File: src/sv/projection_deflation_update_assert.svh
// ---------------------------------------------------------------------------
// Assertion macros for the projection deflation update block
// ---------------------------------------------------------------------------
`ifndef PROJECTION_DEFLATION_UPDATE_ASSERT_SVH
`define PROJECTION_DEFLATION_UPDATE_ASSERT_SVH

`ifndef NO_ASSERTIONS
// clocked check, off while reset is asserted
`define PDU_ASSERT(lbl, prop, msg) \
    lbl: assert property (@(posedge clk) disable iff (!rst_n) prop) else $error(msg);
// clocked check, also active during reset
`define PDU_ASSERT_ALWAYS(lbl, prop, msg) \
    lbl: assert property (@(posedge clk) prop) else $error(msg);
`else
`define PDU_ASSERT(lbl, prop, msg)
`define PDU_ASSERT_ALWAYS(lbl, prop, msg)
`endif

`endif

File: src/sv/pdu_pkg.sv
`timescale 1ns / 1ps
// ---------------------------------------------------------------------------
// pdu_pkg
// Shared types and constants of the projection deflation update block.
// ---------------------------------------------------------------------------
package pdu_pkg;

    localparam int DEF_MAX_ROWS    = 64;
    localparam int DEF_VALUE_WIDTH = 24;

    localparam int ACC_W        = 56;   // dot product accumulator
    localparam int FRAC_W       = 16;   // fraction bits of all values
    localparam int ROW_COUNT_W  = 7;
    localparam int INV_NORM_W   = 32;
    localparam int CFG_DATA_W   = 32;
    localparam int CFG_ADDR_W   = 3;

    localparam logic [ROW_COUNT_W-1:0] ROW_COUNT_RESET = 7'd64;
    localparam logic [INV_NORM_W-1:0]  INV_NORM_RESET  = 32'd65536;

    // register word index, paddr[2]
    typedef enum logic
    {
        REG_ROW_COUNT = 1'b0,
        REG_INV_NORM  = 1'b1
    } pdu_reg_t;

    // input beat kind, carried on tuser
    typedef enum logic
    {
        ACT_LOAD = 1'b0,
        ACT_BETA = 1'b1
    } pdu_action_t;

    // controller to datapath commands
    typedef struct packed
    {
        logic load_wr;    // write atom/basis pair at load index
        logic beta_wr;    // buffer beta, read atom at row index
        logic dot_mul;    // atom * beta
        logic dot_acc;    // accumulate product
        logic mag_ld;     // accumulator magnitude and sign
        logic coef_lo;    // low partial product with inv_norm
        logic coef_hi;    // high partial product with inv_norm
        logic coef_sum;   // combine, round, saturate; clear accumulator
        logic emit_rd;    // read basis and buffered beta at emit index
        logic emit_mul;   // basis * coefficient
        logic emit_out;   // round, subtract, saturate into output register
        logic emit_last;  // output beat closes the column
    } pdu_cmd_t;

endpackage

File: src/sv/pdu_ctrl.sv
`timescale 1ns / 1ps
// ---------------------------------------------------------------------------
// pdu_ctrl
// Sequencer: input/output handshakes, row and load counters, column end.
// ---------------------------------------------------------------------------
`include "projection_deflation_update_assert.svh"

module pdu_ctrl
    import pdu_pkg::*;
#(
    parameter int MAX_ROWS = DEF_MAX_ROWS,
    localparam int IDX_W   = $clog2(MAX_ROWS)
)
(
    input  logic                   clk,
    input  logic                   rst_n,
    input  logic                   s_tvalid,
    output logic                   s_tready,
    input  logic                   action,
    output logic                   m_tvalid,
    input  logic                   m_tready,
    input  logic [ROW_COUNT_W-1:0] row_count,
    output pdu_cmd_t               cmd,
    output logic [IDX_W-1:0]       load_idx,
    output logic [IDX_W-1:0]       row_idx,
    output logic [IDX_W-1:0]       emit_idx
);

    typedef enum logic [10:0]
    {
        S_IDLE = 11'b000_0000_0001,
        S_MUL  = 11'b000_0000_0010,
        S_ACC  = 11'b000_0000_0100,
        S_MAG  = 11'b000_0000_1000,
        S_LO   = 11'b000_0001_0000,
        S_HI   = 11'b000_0010_0000,
        S_SUM  = 11'b000_0100_0000,
        S_RD   = 11'b000_1000_0000,
        S_TERM = 11'b001_0000_0000,
        S_OUT  = 11'b010_0000_0000,
        S_WAIT = 11'b100_0000_0000
    } state_t;

    localparam logic [ROW_COUNT_W-1:0] ROWS_MAX = ROW_COUNT_W'(MAX_ROWS);

    state_t                 state_reg, state_next;
    logic [IDX_W-1:0]       load_idx_reg, load_idx_next;
    logic [IDX_W-1:0]       row_idx_reg, row_idx_next;
    logic [IDX_W-1:0]       emit_idx_reg, emit_idx_next;
    logic [IDX_W-1:0]       last_k_reg, last_k_next;
    logic                   end_col_reg, end_col_next;
    logic [ROW_COUNT_W-1:0] rows;
    logic                   emit_done;

    // row count clamped to 1..MAX_ROWS
    always_comb
    begin
        if (row_count == '0)
        begin
            rows = ROW_COUNT_W'(1);
        end
        else if (row_count > ROWS_MAX)
        begin
            rows = ROWS_MAX;
        end
        else
        begin
            rows = row_count;
        end
    end

    assign emit_done = (emit_idx_reg == last_k_reg);

    always_comb
    begin
        state_next    = state_reg;
        load_idx_next = load_idx_reg;
        row_idx_next  = row_idx_reg;
        emit_idx_next = emit_idx_reg;
        last_k_next   = last_k_reg;
        end_col_next  = end_col_reg;
        cmd           = '0;

        case (state_reg)
            S_IDLE:
            begin
                if (s_tvalid)
                begin
                    if (action == ACT_LOAD)
                    begin
                        cmd.load_wr = 1'b1;
                        if (ROW_COUNT_W'(load_idx_reg) + ROW_COUNT_W'(1) >= rows)
                        begin
                            load_idx_next = '0;
                        end
                        else
                        begin
                            load_idx_next = load_idx_reg + IDX_W'(1);
                        end
                    end
                    else
                    begin
                        cmd.beta_wr  = 1'b1;
                        end_col_next = (ROW_COUNT_W'(row_idx_reg) + ROW_COUNT_W'(1) >= rows);
                        state_next   = S_MUL;
                    end
                end
            end
            S_MUL:
            begin
                cmd.dot_mul = 1'b1;
                state_next  = S_ACC;
            end
            S_ACC:
            begin
                cmd.dot_acc = 1'b1;
                if (end_col_reg)
                begin
                    last_k_next   = row_idx_reg;
                    emit_idx_next = '0;
                    state_next    = S_MAG;
                end
                else
                begin
                    row_idx_next = row_idx_reg + IDX_W'(1);
                    state_next   = S_IDLE;
                end
            end
            S_MAG:
            begin
                cmd.mag_ld = 1'b1;
                state_next = S_LO;
            end
            S_LO:
            begin
                cmd.coef_lo = 1'b1;
                state_next  = S_HI;
            end
            S_HI:
            begin
                cmd.coef_hi = 1'b1;
                state_next  = S_SUM;
            end
            S_SUM:
            begin
                cmd.coef_sum = 1'b1;
                row_idx_next = '0;
                state_next   = S_RD;
            end
            S_RD:
            begin
                cmd.emit_rd = 1'b1;
                state_next  = S_TERM;
            end
            S_TERM:
            begin
                cmd.emit_mul = 1'b1;
                state_next   = S_OUT;
            end
            S_OUT:
            begin
                cmd.emit_out  = 1'b1;
                cmd.emit_last = emit_done;
                state_next    = S_WAIT;
            end
            S_WAIT:
            begin
                if (m_tready)
                begin
                    if (emit_done)
                    begin
                        state_next = S_IDLE;
                    end
                    else
                    begin
                        emit_idx_next = emit_idx_reg + IDX_W'(1);
                        state_next    = S_RD;
                    end
                end
            end
            default:
            begin
                state_next = S_IDLE;
            end
        endcase
    end

    always_ff @(posedge clk or negedge rst_n)
    begin
        if (!rst_n)
        begin
            state_reg    <= S_IDLE;
            load_idx_reg <= '0;
            row_idx_reg  <= '0;
            emit_idx_reg <= '0;
            last_k_reg   <= '0;
            end_col_reg  <= 1'b0;
        end
        else
        begin
            state_reg    <= state_next;
            load_idx_reg <= load_idx_next;
            row_idx_reg  <= row_idx_next;
            emit_idx_reg <= emit_idx_next;
            last_k_reg   <= last_k_next;
            end_col_reg  <= end_col_next;
        end
    end

    assign s_tready = (state_reg == S_IDLE);
    assign m_tvalid = (state_reg == S_WAIT);
    assign load_idx = load_idx_reg;
    assign row_idx  = row_idx_reg;
    assign emit_idx = emit_idx_reg;

    `PDU_ASSERT_ALWAYS(a_no_in_out_overlap, !(s_tready && m_tvalid), "input and output open together")
    `PDU_ASSERT(a_emit_in_column, emit_idx_reg <= last_k_reg, "emit index past column end")
    `PDU_ASSERT(a_last_beat_idle, (m_tvalid && m_tready && emit_done) |=> s_tready, "no idle after last beat")
    `PDU_ASSERT(a_load_in_range, 32'(load_idx_reg) < MAX_ROWS, "load index out of range")

endmodule

File: config.mk
export PLATFORM = sky130hd
export DESIGN_NAME = pdu_ctrl
export DESIGN_NICKNAME = d
export VERILOG_FILES = /design/src/sv/pdu_pkg.sv /design/src/sv/pdu_ctrl.sv
export VERILOG_INCLUDE_DIRS = /design/src /design/src/sv
export SDC_FILE = /design/constraint.sdc
export NUM_CORES = 1
export LEC_CHECK = 0
export BUFFER_PORTS_ARGS = -buffer_cell sky130_fd_sc_hd__buf_4
export CAP_MARGIN = 15
export CELL_PAD_IN_SITES_DETAIL_PLACEMENT = 1
export CELL_PAD_IN_SITES_GLOBAL_PLACEMENT = 2
export CORE_MARGIN = 5
export CORE_UTILIZATION = 30
export CTS_CLUSTER_DIAMETER = 200
export DETAILED_ROUTE_END_ITERATION = 8
export PLACE_DENSITY = 0.83
export SLEW_MARGIN = 40
export SYNTH_ARGS = -nofsm -noshare
export SYNTH_HDL_FRONTEND = slang
export SYNTH_SLANG_ARGS = --single-unit
File: constraint.sdc
create_clock -name clk -period 2.15 [get_ports clk]
set_input_delay 0.3225 -clock clk [delete_from_list [all_inputs] [get_ports clk]]
set_output_delay 0.3225 -clock clk [all_outputs]
set_load 0.05 [all_outputs]
==> metrics.yaml <==
dp_slack_ns: 0.0411
clock-root-buffer: "clkbuf_8"
yosys_warnings: 0
ctsHoldBuffers: 0
die_w_um: 100
max_freq_mhz: 420
clk_pin_slew_ns: 0.08
cts_tree: "done"
drt-initial-drc-count: 48
seq_area_frac_synth_pct: 37.1
yosys.area_share.simple_pct: 26.1
firstDrtPassIters: 4
synthMuxAreaShare_pct: 3.66
worstSetupPathType: "reg2out"
area_growth_pct: 54.1
endpoint_kind: "output port"
clkSinkCount: 36
crit_path_start_kind: "flip-flop"
drive_above_1_share_pct: 50.6
antenna_cells: 0
synth_area_um2: 2430
final-hold-violation-count: 7
grt_pass1_vias: 2425
rr_worst_depth: 11
grt_usage_pct: 14.8
violations: "negative hold slack, negative setup slack"
ios: 44
synth.area.top_cells: "dfrtp_1, ha_1, xnor2_1"
synth_fa_ha_area_share_pct: 8.75
core_um2: 7810
synth_top_family_by_area: "simple AND/OR/NAND/NOR gates"
combPwrFrac_pct: 47.8
seqPwrFrac_pct: 27.5
clk_latency_ns: 0.29
drv_cap: 0
max-clock-path-buffers: 2
worstPathArrival_ns: 2.06
yosys.area.top_type: "dfrtp_1"
maxSlewViolCount: 0
swShare_pct: 37.9
tightest_slew_ns: 0.653
dieHeight_um: 100
rsz0062_at_grt: "yes"
final_nets: 372
clock_skew_ns: 0.00729
final_core_util_pct: 48.0
drc: 0
viasPerCell: 5.26
cts_buffers: 5
r2r-start: "state_reg[1]"
min_period_ns: 2.38
regToRegSetupSlack_ns: -0.03
grt_pass1_wl_um: 12000
synth_xor_area_share_pct: 5.41
holdWs_ns: -0.0191
port_buffers: 43
reg2reg_to: "state_reg[7]"
synth.top_cell.area_share_pct: 36.0
synth_compound_area_share_pct: 15.3
synth-edff-count: 0
finalCritPeriodShare_pct: 111
switching_power_mw: 1.31
gp_congestion: 0.832
outcome: "finished with violations"
syn_nets: 275
initial_core_util_pct: 31.1
largest_reg_flops: 11
clkPwrFrac_pct: 24.7
peakVddDrop_v: 0.000610
finalPower_mw: 3.45
detail-route-antenna-nets: 0
leakagePower_nw: 1.77
fin_ws_ns: -0.229
dieArea_um2: 10000
hp-class: "in2async"
synth_ff_type: "dfrtp_1"
p_int_mw: 2.14
dpl.hpwl_um: 5430
avgSynthCellArea_um2: 9.88
power_density_nw_per_um2: 920
grt_antenna_before_repair: 0
num_vias: 2345
grt_max_degree: 37
worst-path-max-fanout: 3
htreeDepth: 2
cp_data_required_time_ns: 1.83
setup_viol: 11
fp-row-count: 32
overflow: 0
syn_inst: 246
routed_wl_um: 7650
wl_per_cell_um: 17.2
synthArstFlopShare_pct: 100
synthDistinctLibCells: 63
slew_headroom_pct: 55.8
ys_seq_elements: 36
==> final cells by class <==
cell class                      count  area, um2
Fill cell                         863       4060
Inverter                            9       46.3
Clock buffer                        5       68.8
Clock inverter                      3       90.1
Timing Repair Buffer               98        852
Tap cell                          102        128
Sequential cell                    36        916
Multi-Input combinational cell    193       1640
==> layout by cell type, fill, tap and decap left out, drive strengths merged, types with 2 or more instances in the layout <==
master,instances
buf,98
dfrtp,35
nand2,21
nor2,18
ha,17
xnor2,11
and3,11
nand3,10
a21oi,9
o21ai,9
nand2b,8
nor3,8
mux2,7
inv,6
nor4,6
clkbuf,5
xor2,4
a22o,4
a32o,4
or4,4
and4b,3
nand4,3
bufinv,3
nor4b,3
clkinvlp,2
or4b,2
a31oi,2
o21a,2
o211ai,2
a211oi,2
a32oi,2
and2,2
==> repair_timing <==
item / 4_1_cts / 5_1_grt
cloned: 0 / 0
buffers inserted: 11 / 19
pin swaps: 7 / 16
endpoints found under the setup margin: 13 / 24
resized for setup: 29 / 36
hold endpoints to repair: 0 / 0
==> worst max-delay path by stage <==
stage	startpoint	end	slack [ns]	cells past startpoint
floorplan	state_reg[2]	cmd[5]	-0.21	4
global placement	state_reg[0]	cmd[0]	0.08	4
detailed placement	row_count[2]	load_idx[0]	0.04	10
CTS	state_reg[1]	cmd[0]	-0.22	4
global route	state_reg[1]	cmd[0]	-0.28	4
finish	state_reg[1]	cmd[0]	-0.23	4
==> Yosys cell counts, drive strengths merged (2+ instances only) <==
cell    count
xnor2      11
and4b       3
nand4       3
dfrtp      35
and3       11
nor4        6
nand2b      8
nor3        8
o21ai       9
or4b        2
mux2        7
ha         17
o211ai      2
nor2       18
a32oi       2
inv         8
nand3      10
xor2        4
a211oi      2
o21a        2
buf         6
nor4b       3
nand2      21
a21oi       9
or4         4
and2        2
a31oi       2
clkbuf      2
a32o        4
a22o        4
==> power groups by stage <==
stage	Clock, mW	Sequential [mW]	Combinational [mW]
2_1_floorplan	0	1.17	0.652
3_3_place_gp	0	0.970	1.30
3_5_place_dp	0	0.983	1.33
4_1_cts	0.860	0.967	1.47
5_1_grt	0.890	0.965	1.78
6_report	0.853	0.947	1.65
==> cell families (layout without fill, tap and decap cells) <==
| kind of cell | count (synthesis) | in the layout |
|---|---|---|
| DFF | 36 | 36 |
| AOI/OAI and AO/OA | 49 | 49 |
| muxes | 8 | 8 |
| and+or+nand+nor | 104 | 104 |
| xor gates and xnor gates | 15 | 15 |
| adders and majority gates | 17 | 17 |
| buffers and inverters | 17 | 115 |
==> per-stage QoR <==
step / hold WS, ns / cells / area (um2) / TNS (ns)
after floorplan: 0.0269 / 246 / 2500 / -0.502
after global placement: 0.316 / 409 / 3100 / 0
after detailed placement: 0.324 / 409 / 3100 / 0
after CTS: 0.00739 / 428 / 3450 / -0.743
after global routing: 0.0139 / 446 / 3740 / -2.13
final: -0.0191 / 446 / 3740 / -1.03
==> worst max-delay path, cell delays in order, from the launching register on <==
cell and delay (ns):
dfrtp_1 0.39, or4_4 0.55, or4_4 0.57, nor2_4 0.10, buf_6 0.16
==> per-layer routing <==
layer / routed length, um / global-route usage [%] / vias to the layer above / share of wire (%)
li1: - / - / 1118 / -
met1: 3280 / 18.3 / 1180 / 43
met2: 4000 / 26.1 / 43 / 52
met3: 324 / 3.54 / 4 / 4.2
met4: 45 / 3.21 / 0 / 0.59
met5: 0 / 0 / - / 0
Note: power is estimated with default switching activity, not from simulation.
